$ cat src/sv/http_request_header_tokenizer_macros.svh
// Assertion macros used by the tokenizer RTL.
`ifndef HTTP_REQUEST_HEADER_TOKENIZER_MACROS_SVH
`define HTTP_REQUEST_HEADER_TOKENIZER_MACROS_SVH

// Same-cycle implication, checked outside reset.
`define HRHT_ASSERT_NOW(label, clk, rst, ante, cons) \
   label: assert property (@(posedge clk) disable iff (rst) (ante) |-> (cons)) \
      else $error("hrht assertion failed");

// Next-cycle implication, checked outside reset.
`define HRHT_ASSERT_NEXT(label, clk, rst, ante, cons) \
   label: assert property (@(posedge clk) disable iff (rst) (ante) |=> (cons)) \
      else $error("hrht assertion failed");

`endif

$ cat src/sv/hrht_pkg.sv
package hrht_pkg;

   // Parse phases
   localparam logic [2:0] PH_METHOD  = 3'd0;
   localparam logic [2:0] PH_PATH    = 3'd1;
   localparam logic [2:0] PH_VERSION = 3'd2;
   localparam logic [2:0] PH_NAME    = 3'd3;
   localparam logic [2:0] PH_VALUE   = 3'd4;
   localparam logic [2:0] PH_BODY    = 3'd5;
   localparam logic [2:0] PH_FAILED  = 3'd6;

   // Byte kinds (also used for the closed token)
   localparam logic [2:0] KIND_DROP    = 3'd0;
   localparam logic [2:0] KIND_METHOD  = 3'd1;
   localparam logic [2:0] KIND_PATH    = 3'd2;
   localparam logic [2:0] KIND_VERSION = 3'd3;
   localparam logic [2:0] KIND_NAME    = 3'd4;
   localparam logic [2:0] KIND_VALUE   = 3'd5;
   localparam logic [2:0] KIND_BODY    = 3'd6;

   localparam logic [2:0] PREFIX_LEN = 3'd5;

   localparam logic [7:0] CHR_CR    = 8'h0D;
   localparam logic [7:0] CHR_LF    = 8'h0A;
   localparam logic [7:0] CHR_COLON = 8'h3A;
   localparam logic [7:0] CHR_SPACE = 8'h20;
   localparam logic [7:0] CHR_TAB   = 8'h09;
   localparam logic [7:0] CHR_HIGH  = 8'h80;

   typedef struct packed {
      logic [2:0] phase;
      logic       pending_cr;
      logic       token_nonempty;
      logic [2:0] prefix_count;
      logic       prefix_mismatch;
   } state_type;

   localparam state_type STATE_RESET = '{
      phase: PH_METHOD, pending_cr: 1'b0, token_nonempty: 1'b0,
      prefix_count: 3'd0, prefix_mismatch: 1'b0};

   typedef struct packed {
      logic       bad_request;
      logic       header_done;
      logic [2:0] closed_kind;
      logic [2:0] byte_kind;
   } result_type;

   // Expected version prefix "HTTP/"
   function automatic logic [7:0] prefix_char(input logic [2:0] idx);
      logic [7:0] chr;
      case (idx)
         3'd0: chr = 8'h48;
         3'd1: chr = 8'h54;
         3'd2: chr = 8'h54;
         3'd3: chr = 8'h50;
         3'd4: chr = 8'h2F;
         default: chr = 8'h00;
      endcase
      return chr;
   endfunction

endpackage

$ cat src/sv/http_request_header_tokenizer.sv
// Channel   Dir  Beat fields (low bit first)
// req_      in   tdata: data_byte[7:0]; tuser: first_of_request
// rsp_      out  tdata: byte_value[7:0];
//                tuser: byte_kind[2:0], closed_kind[5:3], header_done[6], bad_request[7]
//
// One byte per cycle sustained while rsp is not stalled; a req beat is taken into the
// input register, then passes through the step logic into the result register, which
// offers it on rsp. The combinational parse update in the step logic sets the rate.
// Synchronous active-high reset returns the parser to the method phase and empties
// both registers. A stalled rsp holds its beat; the input register keeps taking
// beats while the result register can move on in the same cycle.
`include "http_request_header_tokenizer_macros.svh"

module http_request_header_tokenizer (
   input  logic       clock,
   input  logic       reset,
   input  logic       req_tvalid,
   output logic       req_tready,
   input  logic [7:0] req_tdata,   // [7:0] data_byte
   input  logic       req_tuser,   // [0] first_of_request
   output logic       rsp_tvalid,
   input  logic       rsp_tready,
   output logic [7:0] rsp_tdata,   // [7:0] byte_value
   output logic [7:0] rsp_tuser    // [2:0] byte_kind, [5:3] closed_kind,
                                   // [6] header_done, [7] bad_request
);

   logic                 in_valid_ff, in_valid_in;
   logic [7:0]           in_byte_ff;
   logic                 in_first_ff;
   logic                 out_valid_ff, out_valid_in;
   logic [7:0]           out_byte_ff;
   hrht_pkg::result_type out_res_ff;
   hrht_pkg::state_type  state_ff, state_in;
   hrht_pkg::result_type step_res;
   logic                 advance;

   // input stage moves to the result stage when the result slot frees up
   assign advance    = in_valid_ff && (!out_valid_ff || rsp_tready);
   assign req_tready = !in_valid_ff || advance;

   assign in_valid_in  = req_tvalid ? 1'b1 : (in_valid_ff && !advance);
   assign out_valid_in = advance ? 1'b1 : (out_valid_ff && !rsp_tready);

   hrht_step u_step (
      .state_cur        (state_ff),
      .data_byte        (in_byte_ff),
      .first_of_request (in_first_ff),
      .state_nxt        (state_in),
      .result           (step_res)
   );

   // control registers
   always_ff @(posedge clock) begin
      if (reset) begin
         in_valid_ff  <= 1'b0;
         out_valid_ff <= 1'b0;
         state_ff     <= hrht_pkg::STATE_RESET;
      end else begin
         if (req_tready)
            in_valid_ff <= in_valid_in;
         out_valid_ff <= out_valid_in;
         if (advance)
            state_ff <= state_in;
      end
   end

   // payload registers
   always_ff @(posedge clock) begin
      if (req_tvalid && req_tready) begin
         in_byte_ff  <= req_tdata;
         in_first_ff <= req_tuser;
      end
      if (advance) begin
         out_byte_ff <= in_byte_ff;
         out_res_ff  <= step_res;
      end
   end

   assign rsp_tvalid = out_valid_ff;
   assign rsp_tdata  = out_byte_ff;
   assign rsp_tuser  = {out_res_ff.bad_request, out_res_ff.header_done,
                        out_res_ff.closed_kind, out_res_ff.byte_kind};

   // checks
   `HRHT_ASSERT_NEXT(a_done_enters_body, clock, reset, advance && step_res.header_done,
                     state_ff.phase == hrht_pkg::PH_BODY)
   `HRHT_ASSERT_NEXT(a_bad_is_failed, clock, reset, advance && step_res.bad_request,
                     state_ff.phase == hrht_pkg::PH_FAILED)
   `HRHT_ASSERT_NOW(a_bad_drops, clock, reset, rsp_tvalid && rsp_tuser[7],
                    rsp_tuser[2:0] == hrht_pkg::KIND_DROP)

endmodule

$ cat src/sv/hrht_step.sv
module hrht_step (
   input  hrht_pkg::state_type  state_cur,
   input  logic [7:0]           data_byte,
   input  logic                 first_of_request,
   output hrht_pkg::state_type  state_nxt,
   output hrht_pkg::result_type result
);

   hrht_pkg::state_type cur;
   logic                keep;
   logic                blank;

   // blank: space, tab, LF, VT, FF, CR
   assign blank = (data_byte == hrht_pkg::CHR_SPACE) ||
                  ((data_byte >= hrht_pkg::CHR_TAB) && (data_byte <= hrht_pkg::CHR_CR));

   // Phase update and byte tagging
   always_comb begin
      cur       = first_of_request ? hrht_pkg::STATE_RESET : state_cur;
      state_nxt = cur;
      keep      = 1'b0;
      result.byte_kind   = hrht_pkg::KIND_DROP;
      result.closed_kind = hrht_pkg::KIND_DROP;
      result.header_done = 1'b0;

      if (cur.phase == hrht_pkg::PH_BODY) begin
         result.byte_kind     = hrht_pkg::KIND_BODY;
         state_nxt.pending_cr = 1'b0;
      end else if (cur.phase > hrht_pkg::PH_BODY) begin
         state_nxt.phase      = hrht_pkg::PH_FAILED;
         state_nxt.pending_cr = 1'b0;
      end else if (cur.pending_cr && (data_byte == hrht_pkg::CHR_LF)) begin
         // line end
         state_nxt.pending_cr = 1'b0;
         case (cur.phase)
            hrht_pkg::PH_VERSION: begin
               result.closed_kind       = hrht_pkg::KIND_VERSION;
               state_nxt.token_nonempty = 1'b0;
               if ((cur.prefix_count < hrht_pkg::PREFIX_LEN) || cur.prefix_mismatch)
                  state_nxt.phase = hrht_pkg::PH_FAILED;
               else
                  state_nxt.phase = hrht_pkg::PH_NAME;
            end
            hrht_pkg::PH_VALUE: begin
               result.closed_kind       = hrht_pkg::KIND_VALUE;
               state_nxt.token_nonempty = 1'b0;
               state_nxt.phase          = hrht_pkg::PH_NAME;
            end
            hrht_pkg::PH_NAME: begin
               result.header_done       = 1'b1;
               state_nxt.token_nonempty = 1'b0;
               state_nxt.phase          = hrht_pkg::PH_BODY;
            end
            default: begin
            end
         endcase
      end else if (data_byte == hrht_pkg::CHR_CR) begin
         state_nxt.pending_cr = 1'b1;
      end else begin
         state_nxt.pending_cr = 1'b0;
         if (data_byte < hrht_pkg::CHR_HIGH && blank) begin
            if (cur.phase == hrht_pkg::PH_METHOD) begin
               result.closed_kind       = hrht_pkg::KIND_METHOD;
               state_nxt.token_nonempty = 1'b0;
               state_nxt.phase          = hrht_pkg::PH_PATH;
            end else if (cur.phase == hrht_pkg::PH_PATH) begin
               result.closed_kind        = hrht_pkg::KIND_PATH;
               state_nxt.token_nonempty  = 1'b0;
               state_nxt.prefix_count    = 3'd0;
               state_nxt.prefix_mismatch = 1'b0;
               state_nxt.phase           = hrht_pkg::PH_VERSION;
            end else if (cur.phase != hrht_pkg::PH_VERSION && cur.token_nonempty) begin
               keep = 1'b1;
            end
         end else if (cur.phase == hrht_pkg::PH_NAME && data_byte == hrht_pkg::CHR_COLON) begin
            result.closed_kind       = hrht_pkg::KIND_NAME;
            state_nxt.token_nonempty = 1'b0;
            state_nxt.phase          = hrht_pkg::PH_VALUE;
         end else begin
            keep = 1'b1;
         end
      end

      // kept byte: kind follows phase, version bytes feed the prefix check
      if (keep) begin
         result.byte_kind         = cur.phase + 3'd1;
         state_nxt.token_nonempty = 1'b1;
         if (cur.phase == hrht_pkg::PH_VERSION && cur.prefix_count < hrht_pkg::PREFIX_LEN) begin
            if (data_byte != hrht_pkg::prefix_char(cur.prefix_count))
               state_nxt.prefix_mismatch = 1'b1;
            state_nxt.prefix_count = cur.prefix_count + 3'd1;
         end
      end

      result.bad_request = (state_nxt.phase == hrht_pkg::PH_FAILED);
   end

endmodule

$ cat config.mk
export PLATFORM = sky130hd
export DESIGN_NAME = http_request_header_tokenizer
export DESIGN_NICKNAME = d
export VERILOG_FILES = /design/src/sv/hrht_pkg.sv /design/src/sv/http_request_header_tokenizer.sv /design/src/sv/hrht_step.sv
export VERILOG_INCLUDE_DIRS = /design/src /design/src/sv
export SDC_FILE = /design/constraint.sdc
export NUM_CORES = 1
export LEC_CHECK = 0
export ABC_AREA = 1
export BUFFER_PORTS_ARGS = -buffer_cell sky130_fd_sc_hd__buf_4
export CAP_MARGIN = 25
export CORE_ASPECT_RATIO = 1.5
export CORE_MARGIN = 4
export CORE_UTILIZATION = 61
export CTS_CLUSTER_DIAMETER = 30
export DETAILED_ROUTE_END_ITERATION = 7
export PLACE_DENSITY_LB_ADDON = 0.15
export SYNTH_ARGS = -nofsm -noshare
export SYNTH_HDL_FRONTEND = slang
export SYNTH_HIERARCHICAL = 1
export SYNTH_SLANG_ARGS = --single-unit
$ cat constraint.sdc
create_clock -name clock -period 5.7 [get_ports clock]
set_input_delay 0.285 -clock clock [delete_from_list [all_inputs] [get_ports clock]]
set_output_delay 0.285 -clock clock [all_outputs]
set_load 0.1 [all_outputs]
==> impl_metrics.tcl, run 1 <==
set metrics [dict create \
    outcome "finished, final reports clean" \
    gp_congestion 1.01 \
    criticalPathCategory "flop to flop" \
    cts_buffer_depth 2 \
    switching_share_pct 30.6 \
    cts_buffers 5 \
    drive_gt1_share_pct 22.2 \
    hp-class "primary input to flop" \
    die_w_microns 56.9 \
    cpMostUsedCell "nand2_1" \
    ant_nets 0 \
    synthTopCellsByCount "52 x nand2_1, 37 x inv_1, 36 x nor2_1" \
    worst_pin_slew_ns 0.839 \
    h-tree-depth 2 \
    hold_viol 0 \
    cap_violations 0 \
    gr-total-overflow 0 \
    synth_nets 291 \
    min_period_ns 2.61 \
    fill_cells 310 \
    core_area_sq_um 3450 \
    rsz0062_at_grt "no" \
    max_slew_margin_pct 44.0 \
    area_delta_synth_final_pct 14.4 \
    fin_crit_sh_pct 45.9 \
    cp-end-kind "flop" \
    grt_pass1_vias 1835 \
    cts_root_buffer "clkbuf_8" \
    regToRegSetupSlack_ns 3.09 \
    start_kind "flop" \
    dp_slack_ns 3.15 \
    setup_violations 0 \
    syn_area_per_cell_sq_um 8.17 \
    drc 0 \
    nets 324 \
    clock_latency_ns 0.29 \
    drtIter0Drc 99 \
    routed_wirelength_mm 4.71 \
    yosys_register_bits 36 \
    critPathArrivalTime_ns 2.80 \
    hpwlAfterDp_mm 3.53 \
    io_pins 31 \
    skew_ns 0.00709 \
    syn_area_sq_um 2190 \
    cts_tree "yes" \
    die_h_microns 81.4 \
    slew_violations 0 \
    comb_power_share_pct 19.0 \
    vias 1867 \
    p_clk_share_pct 29.3 \
    powerDensity_nw_per_um2 238 \
    yosysSeqAreaShare_pct 44.4 \
    finalWorstSetupSlack_ns 3.09 \
    critPathTopFamily "simple AND/OR/NAND/NOR gates" \
    grtUsageTotal_pct 23.0 \
    grt_max_degree 21 \
    dr.pass1.iters 7 \
    post_cts_buffers 0 \
    rows 26 \
    cts.repair.resized 0 \
    port_buffers 30 \
    fmax_ghz 0.383 \
    die_area_sq_um 4630 \
    synthTopCellsByArea "edfxtp_1 34%, dfxtp_1 10%, nand2_1 8.9%, inv_1 6.3%, nor2_1 6.2%" \
    n_antenna_cell 0 \
    synth_top_cell_by_area "edfxtp_1" \
    slowest_delay_ns 0.46 \
    pwr-share-seq_pct 51.8 \
    ctsHoldBuffers 0 \
    synth_most_common_cell "nand2_1" \
    synth-edff-count 25 \
    cts.clk_slew.worst_paths_ns 0.07 \
    required_ns 5.88 \
    grt_pass1_wl_mm 8.21 \
    synthArstFlopShare_pct 0 \
    detail_route.wl_per_cell_microns 13.7 \
    antenna_found_initial 0 \
    critPathMaxFanout 6 \
    peakVddDrop_mv 0.202 \
    tns_ns 0 \
    critical-path-slowest-cell "edfxtp_1" \
    synthCells 268 \
    clock_sinks 36 \
    post_drt_via_cell_ratio 5.43 \
    fin_util_pct 72.6 \
    crit_buf_inv 4 \
    synth_top_area_share_pct 34.3 \
    yosysWarnings 6 \
    cellLeakagePower_nw 1.14 \
    cellInternalPower_mw 0.413 \
    initial_core_util_pct 63.5 \
    crit_chain "inv_2 > nand2_1 > inv_1 > ha_1 > ha_1 > nand3_1 > nor3_2 > nand2_1 > nand2_1 > inv_1 > nand2_1 > nand2_1 > nand2_1 > o211ai_1 > inv_1 > nand3_1 > nand2_1 > nor2_1" \
    power_switching_mw 0.183 \
    synth_ff_type "edfxtp_1" \
    synth.distinct_cells 32 \
]
[registers in the layout, indices dropped and copies added (netlist names)]
name,cells
in_byte_ff,8
state_ff,9
in_valid_ff,1
in_first_ff,1
rsp_tvalid,1
rsp_tuser,8
rsp_tdata,8
[cells by family (layout without fill, tap and decap cells)]
kind of cell / after synthesis / in the layout / share of synthesized area (%)
adder cells (fa/ha/maj): 10 / 10 / 5.72
AO/OA/AOI/OAI: 45 / 45 / 13.2
flip-flops: 36 / 36 / 44.4
AND/OR/NAND/NOR: 127 / 127 / 26.1
buffers and inverters: 48 / 82 / 9.83
XOR/XNOR: 2 / 2 / 0.801
[worst paths after layout]
path                            startpoint                       end  cells past startpoint
setup / recovery     in_first_ff$_DFFE_PP_  state_ff[4]$_SDFFE_PP0P_                     18
hold / removal                req_tdata[1]   in_byte_ff[1]$_DFFE_PP_                      1
setup reg to reg     in_first_ff$_DFFE_PP_  state_ff[4]$_SDFFE_PP0P_                     18
hold reg to reg   state_ff[7]$_SDFFE_PP0P_  state_ff[7]$_SDFFE_PP0P_                      2
[worst register-to-register path, stage by stage (launching register included)]
cell and delay, ns:
edfxtp_1 0.46, inv_2 0.14, nand2_1 0.16, inv_1 0.15, ha_1 0.23, ha_1 0.20
nand3_1 0.11, nor3_2 0.27, nand2_1 0.15, nand2_1 0.10, inv_1 0.06, nand2_1 0.05
nand2_1 0.04, nand2_1 0.05, o211ai_1 0.08, inv_1 0.06, nand3_1 0.07, nand2_1 0.09
nor2_1 0.05
[per-layer routing]
| layer | global-route usage (%) | vias up | part of all wire (%) |
|---|---|---|---|
| met5 | 0 | - | 0 |
| met4 | 10.2 | 0 | 2.9 |
| met3 | 4.13 | 15 | 6.6 |
| met2 | 43.0 | 77 | 53 |
| met1 | 24.8 | 833 | 37 |
| li1 | - | 942 | - |
[stage by stage]
stage                     std cells  hold slack, ns  total power [mW]  cell area (sq um)
after floorplan                 268           0.354             0.400               2190
after global placement          336           0.463             0.424               2420
after detailed placement        336           0.465             0.427               2420
after CTS                       344           0.160             0.601               2500
after global routing            344           0.151             0.626               2500
final                           344           0.166             0.596               2500
[cell type report]
| class | count | area (sq um) | share of cell area [%] |
|---|---|---|---|
| Clock inverter | 1 | 5.00 | 0.200 |
| Timing Repair Buffer | 31 | 233 | 9.30 |
| Sequential cell | 36 | 971 | 38.8 |
| Tap cell | 42 | 52.6 | 2.10 |
| Inverter | 43 | 163 | 6.50 |
| Clock buffer | 7 | 76.3 | 3.05 |
| Multi-Input combinational cell | 184 | 1000 | 40.0 |
[cell usage in the layout, fill, tap and decap left out, types with 2 or more instances in the layout]
cell,count
clkinv_2,2
nand3_1,21
dfxtp_1,11
o21ai_1,6
a21oi_2,11
o21ai_0,13
nor3_1,3
buf_4,31
xnor2_1,2
nor2_1,36
clkbuf_8,5
nand4_1,2
nor2_2,2
inv_1,37
nand2_1,52
clkbuf_1,2
a21oi_1,10
ha_1,10
edfxtp_1,25
nand2_2,4
nand2_4,3
inv_2,4
[power by group through the flow]
stage | logic (mW) | clock network [mW] | registers [mW]
finish | 0.113 | 0.174 | 0.309
global route | 0.123 | 0.192 | 0.310
floorplan | 0.0532 | 0 | 0.347
detailed placement | 0.113 | 0 | 0.314
CTS | 0.113 | 0.179 | 0.309
global placement | 0.111 | 0 | 0.314
(Power assumes the default switching activity.)
==> run 2, diff against run 1 <==
--- a/config.mk
+++ b/config.mk
@@ -6,12 +6,12 @@
 export SDC_FILE = /design/constraint.sdc
 export NUM_CORES = 1
 export LEC_CHECK = 0
-export ABC_AREA = 1
+export ABC_AREA = 0
 export BUFFER_PORTS_ARGS = -buffer_cell sky130_fd_sc_hd__buf_4
 export CAP_MARGIN = 25
 export CORE_ASPECT_RATIO = 1.5
 export CORE_MARGIN = 4
-export CORE_UTILIZATION = 61
+export CORE_UTILIZATION = 57
 export CTS_CLUSTER_DIAMETER = 30
 export DETAILED_ROUTE_END_ITERATION = 7
 export PLACE_DENSITY_LB_ADDON = 0.15
==> constraint.sdc (replaced) <==
create_clock -name clock -period 2.68 [get_ports clock]
set_input_delay 0.134 -clock clock [delete_from_list [all_inputs] [get_ports clock]]
set_output_delay 0.134 -clock clock [all_outputs]
set_load 0.1 [all_outputs]
==> run 2 against run 1 <==
Compared with the run above: the run now ends with setup timing left; hold slack got worse by 0.16 ns; clock power increased by 120%; maximum frequency is 3.8% lower; combinational power increased by 54%; critical endpoint is now state_ff[1]$_SDFFE_PP0P_; via count increased by 5.5%; synthesized cell count is 22% lower.
==> impl_metrics.tcl, run 2 <==
set metrics [dict create \
    initial_core_util_pct 58.9 \
    n_antenna_cell 0 \
    rsz0062_at_grt "yes" \
    syn_area_per_cell_sq_um 10.3 \
    grt_max_degree 26 \
    setup_violations 2 \
    critPathArrivalTime_ns 2.95 \
    hp-class "primary input to flop" \
    slew_violations 0 \
    synth_ff_type "edfxtp_1" \
    met2_length_mm 2.98 \
    cts.clk_slew.worst_paths_ns 0.07 \
    worst_pin_slew_ns 0.939 \
    antenna_found_initial 0 \
    vias 1969 \
    cellLeakagePower_nw 1.14 \
    grtUsageTotal_pct 23.8 \
    mostFrequentLayoutCells "59 x buf_4, 25 x edfxtp_1, 21 x nand2b_1" \
    die_w_microns 58.4 \
    clock_latency_ns 0.29 \
    synth_top_area_share_pct 34.6 \
    die_area_sq_um 4880 \
    max_slew_margin_pct 37.4 \
    synthCells 210 \
    routed-wl-met3_microns 450 \
    gp_congestion 0.967 \
    core_area_sq_um 3680 \
    worstHoldEndpoint "in_byte_ff[2]$_DFFE_PP_" \
    crit_buf_inv 2 \
    required_ns 2.91 \
    area_delta_synth_final_pct 29.5 \
    top_layer "met4" \
    yosysWarnings 6 \
    clock_sinks 36 \
    regToRegSetupSlack_ns -0.04 \
    powerDensity_nw_per_um2 425 \
    synthArstFlopShare_pct 0 \
    violations "setup timing" \
    critPathTopFamily "simple AND/OR/NAND/NOR gates" \
    whs_ns 0.0106 \
    h-tree-depth 2 \
    fmax_ghz 0.368 \
    routed_wirelength_mm 5.67 \
    dp_cells 299 \
    hp-start "req_tdata[2]" \
    yosysSeqAreaShare_pct 44.8 \
    grt_pass1_vias 1922 \
    hold_viol 0 \
    r2r-start "state_ff[6]$_SDFFE_PP0P_" \
    dr.pass1.iters 5 \
    cap_violations 0 \
    synthTopCellsByCount "25 x edfxtp_1, 21 x nand2b_1, 17 x a21oi_1" \
    drc 0 \
    dp_slack_ns -0.0350 \
    regMostFlops "state_ff" \
    rr_worst_depth 12 \
    hpwlAfterDp_mm 3.91 \
    cts_root_buffer "clkbuf_8" \
    synth_most_common_cell "edfxtp_1" \
    grt_pass1_wl_mm 8.94 \
    outcome "finished with violations" \
    fill_cells 258 \
    nets 292 \
    peakVddDrop_mv 0.550 \
    criticalPathCategory "flop to flop" \
    syn_area_sq_um 2170 \
    slowest_delay_ns 0.56 \
    drtIter0Drc 128 \
    synth_nets 233 \
    final_cell_area_sq_um 2810 \
    min_period_ns 2.72 \
    start_kind "flop" \
    post_drt_via_cell_ratio 6.29 \
    ant_nets 0 \
    rows 27 \
    synth-edff-count 25 \
    largest_reg_flops 9 \
    io_pins 31 \
    synth_top_cell_by_area "edfxtp_1" \
    met1Wirelength_mm 2.12 \
    port_buffers 30 \
    tns_ns -0.0628 \
    fin_crit_sh_pct 101 \
    drive_gt1_share_pct 34.4 \
    whs_path_depth 1 \
    final_cell_count_no_fill 313 \
    cts_tree "yes" \
    skew_ns 0.00320 \
    layout_commonest_cell "buf_4" \
    gr-total-overflow 0 \
    critical-path-slowest-cell "or4_4" \
    cts_buffer_depth 2 \
    crit_chain "nor2b_2 > buf_4 > buf_4 > ha_4 > or2_1 > nand2_4 > nand2_2 > or4_4 > or4_4 > o21ai_2 > nand2b_1 > mux2i_1" \
    cp-end-kind "flop" \
    critPathMaxFanout 4 \
    detail_route.wl_per_cell_microns 18.1 \
    crit_path_start "state_ff[6]$_SDFFE_PP0P_" \
    die_h_microns 83.6 \
    cts_buffers 5 \
    yosys_register_bits 36 \
    reg2reg_to "state_ff[1]$_SDFFE_PP0P_" \
    placed_area_sq_um 2590 \
    synth.distinct_cells 58 \
    synthTopCellsByArea "edfxtp_1 35%, dfxtp_1 10%, nand2b_1 6.1%, ha_1 5.8%, mux2i_1 4.6%" \
    finalWorstSetupSlack_ns -0.0378 \
]
==> run 2: area by class of cell <==
cell class,instances,area (sq um),share of cell area (%)
multi-input cells,150,1160,41.5
flip-flops and latches,36,971,34.6
repair buffers,63,484,17.2
clock buffers,5,68.8,2.45
well taps,43,53.8,1.91
inverters,13,48.8,1.74
clock inverters,3,18.8,0.668
==> run 2: what timing repair did <==
item / 4_1_cts / 5_1_grt
resized for setup: 1 / 17
pin swaps: 1 / 1
hold buffers: 0 / 3
gates cloned: 0 / 0
endpoints found under the setup margin: 3 / 8
setup buffers: 0 / 3
hold endpoints to repair: 0 / 3
==> run 2: stage by stage <==
stage               total power, mW  utilization [%]
CTS                            1.19             72.7
detailed placement            0.811             70.2
global route                   1.23             76.3
floorplan                     0.762                -
finish                         1.19             76.3
global placement              0.807             70.2
==> run 2: power by group <==
group / leakage [nW] / switching, mW / internal [mW]
Clock: 0.0479 / 0.204 / 0.181
Combinational: 0.765 / 0.119 / 0.0547
Sequential: 0.326 / 0.0175 / 0.617
Total: 1.14 / 0.340 / 0.853
==> run 2: logic make-up (layout without fill, tap and decap cells) <==
family	count (synthesis)	after routing	share of synthesized area, %
mux	10	10	4.61
compound gates	47	47	14.5
flops	36	36	44.8
buf+inv	24	84	5.59
fa+ha+maj	10	10	5.77
simple gates	81	81	23.9
xor+xnor	2	2	0.808
==> run 2: how the worst max path moves through the flow <==
stage | to | slack [ns] | cells past startpoint
after floorplan | state_ff[1]$_SDFFE_PP0P_ | -0.17 | 14
after global placement | state_ff[1]$_SDFFE_PP0P_ | 0.05 | 11
after detailed placement | state_ff[1]$_SDFFE_PP0P_ | -0.04 | 11
after CTS | state_ff[1]$_SDFFE_PP0P_ | 0.006 | 11
after global routing | state_ff[1]$_SDFFE_PP0P_ | -0.21 | 11
final | state_ff[1]$_SDFFE_PP0P_ | -0.04 | 12
==> run 2: layer usage <==
layer  global-route usage [%]  vias up
met3                     4.80       16
met4                     11.4        0
met5                        0        -
met1                     27.7      951
met2                     40.2      113
li1                         -      889
==> run 3, diff against run 2 <==
--- a/config.mk
+++ b/config.mk
@@ -11,11 +11,10 @@
 export CAP_MARGIN = 25
 export CORE_ASPECT_RATIO = 1.5
 export CORE_MARGIN = 4
-export CORE_UTILIZATION = 57
+export CORE_UTILIZATION = 56
 export CTS_CLUSTER_DIAMETER = 30
 export DETAILED_ROUTE_END_ITERATION = 7
 export PLACE_DENSITY_LB_ADDON = 0.15
 export SYNTH_ARGS = -nofsm -noshare
 export SYNTH_HDL_FRONTEND = slang
-export SYNTH_HIERARCHICAL = 1
 export SYNTH_SLANG_ARGS = --single-unit
==> run 3 against run 2 <==
Compared with the run above: the run now ends clean; utilization shrank 1.8 points; total power grew 13%; final area shrank 8.6%; critical endpoint is now state_ff[3]$_SDFFE_PP0P_; register-to-register slack gained 0.17 ns; non-clock buffer count shrank 13; via count shrank 2.5%; global-route usage grew 2.8 points; clock power grew 24%; sequential share of layout area grew 3.2 points; area after synthesis shrank 6.2%.
==> impl_metrics.tcl, run 3 <==
set metrics [dict create \
    outcome "finished, final reports clean" \
    core_area_sq_um 3450 \
    critPathArrivalTime_ns 2.74 \
    h-tree-depth 2 \
    synth_ff_type "edfxtp_1" \
    syn_area_per_cell_sq_um 9.73 \
    initial_core_util_pct 59.0 \
    n_antenna_cell 0 \
    cts_buffers 5 \
    finalWorstSetupSlack_ns 0.128 \
    cts_buffer_depth 2 \
    cp-end-kind "flop" \
    die_w_microns 57.2 \
    cap_violations 0 \
    synth_top_cell_by_area "edfxtp_1" \
    fmax_ghz 0.392 \
    grt_pass1_wl_mm 9.24 \
    required_ns 2.86 \
    synth_nets 232 \
    slew_violations 0 \
    tns_ns 0 \
    grtUsageTotal_pct 26.6 \
    yosysWarnings 0 \
    detail_route.wl_per_cell_microns 19.2 \
    synthCells 209 \
    cts_root_buffer "clkbuf_8" \
    antenna_found_initial 0 \
    grt_pass1_vias 1934 \
    drc 0 \
    hpwlAfterDp_mm 4.32 \
    regMostFlops "state_ff" \
    min_period_ns 2.55 \
    synthArstFlopShare_pct 0 \
    die_area_sq_um 4680 \
    setup_violations 0 \
    gr-total-overflow 0 \
    hold_viol 0 \
    cellLeakagePower_nw 1.02 \
    fin_crit_sh_pct 95.2 \
    final_cell_area_sq_um 2570 \
    dp_slack_ns 0.153 \
    io_pins 31 \
    critPathMaxFanout 8 \
    synth_most_common_cell "edfxtp_1" \
    hp-class "primary input to flop" \
    start_kind "flop" \
    rsz0062_at_grt "no" \
    drtIter0Drc 140 \
    clock_latency_ns 0.30 \
    post_drt_via_cell_ratio 6.34 \
    grt_max_degree 20 \
    worst_pin_slew_ns 0.593 \
    largest_reg_flops 9 \
    nets 283 \
    cts_tree "yes" \
    post_cts_buffers 0 \
    synth_top_area_share_pct 36.9 \
    synthTopCellsByCount "25 x edfxtp_1, 18 x nand2_1, 18 x nor2_1" \
    area_delta_synth_final_pct 26.3 \
    clock_sinks 36 \
    ant_nets 0 \
    synth-edff-count 25 \
    yosysSeqAreaShare_pct 47.7 \
    yosys_register_bits 36 \
    routed_wirelength_mm 5.83 \
    syn_area_sq_um 2030 \
    drive_gt1_share_pct 26.1 \
    dr.pass1.iters 6 \
    cts.clk_slew.worst_paths_ns 0.07 \
    vias 1920 \
    skew_ns 0.00461 \
    criticalPathCategory "flop to flop" \
    fin_util_pct 74.5 \
    fill_cells 250 \
    rows 26 \
    placed_area_sq_um 2420 \
    peakVddDrop_mv 0.598 \
    port_buffers 30 \
    max_slew_margin_pct 60.4 \
    powerDensity_nw_per_um2 527 \
    synthTopCellsByArea "edfxtp_1 37%, dfxtp_1 11%, ha_1 6.2%, o21ai_0 3.9%, nand2_1 3.3%" \
    mostFrequentLayoutCells "47 x buf_4, 25 x edfxtp_1, 18 x nand2_1" \
    synth.distinct_cells 50 \
    layout_commonest_cell "buf_4" \
    gp_congestion 0.937 \
    die_h_microns 81.8 \
]
## run 3: layout make-up
class	instances	area, sq um	area share, %
sequential	36	971	37.8
multi-input combinational	151	995	38.7
inverter	16	60.1	2.34
tap	42	52.6	2.05
clock buffer	6	72.6	2.83
timing repair buffer	50	383	14.9
clock inverter	2	35.0	1.36
## run 3: metal layers
metal	vias to the layer above	track usage (%)	part of all wire, %
met5	-	0	0
met4	0	16.7	3.9
met3	23	5.66	8.3
met2	124	48.6	53
met1	896	27.1	35
li1	877	-	-
## run 3: stage by stage
stage | hold WS, ns | power [mW] | std cells
after detailed placement | 0.314 | 0.880 | 292
after global placement | 0.313 | 0.873 | 292
after global routing | -0.00388 | 1.40 | 303
final | 0.0130 | 1.35 | 303
after floorplan | 0.233 | 0.810 | 209
after CTS | 0.0122 | 1.35 | 300
## run 3: timing repair
item | in CTS | in global routing
setup endpoints to repair | 0 | 10
resized for setup | 0 | 5
hold buffers | 0 | 3
endpoints found under the hold margin | 0 | 3
## run 3: worst paths after layout
kind / from / endpoint / slack (ns) / cells after the start
worst max-delay path: in_byte_ff[2]$_DFFE_PP_ / state_ff[3]$_SDFFE_PP0P_ / 0.13 / 7
worst min-delay path: req_tdata[3] / in_byte_ff[3]$_DFFE_PP_ / 0.01 / 1
worst max register to register: in_byte_ff[2]$_DFFE_PP_ / state_ff[3]$_SDFFE_PP0P_ / 0.13 / 7
worst min register to register: state_ff[5]$_SDFFE_PP0P_ / state_ff[5]$_SDFFE_PP0P_ / 0.46 / 2
## run 3: critical path, cell delays in order, from the launching register on
cell and delay, ns:
edfxtp_1 0.41, or4b_1 0.56, a21o_1 0.24, a2111oi_4 0.63, nand4b_1 0.25, buf_4 0.20
nand3_1 0.08, a211oi_1 0.07
## run 3: cells by family (layout without fill, tap and decap cells)
logic type	count (synthesis)	in the layout	synth area share, %
compound gates	58	58	19.8
xor+xnor	2	2	0.861
fa+ha+maj	10	10	6.15
buf+inv	22	74	4.12
flops	36	36	47.7
simple gates	81	81	21.3
## run 3: report_power, final
part / internal [mW] / switching [mW]
sequential: 0.623 / 0.0181
clock: 0.276 / 0.201
combinational: 0.0694 / 0.166
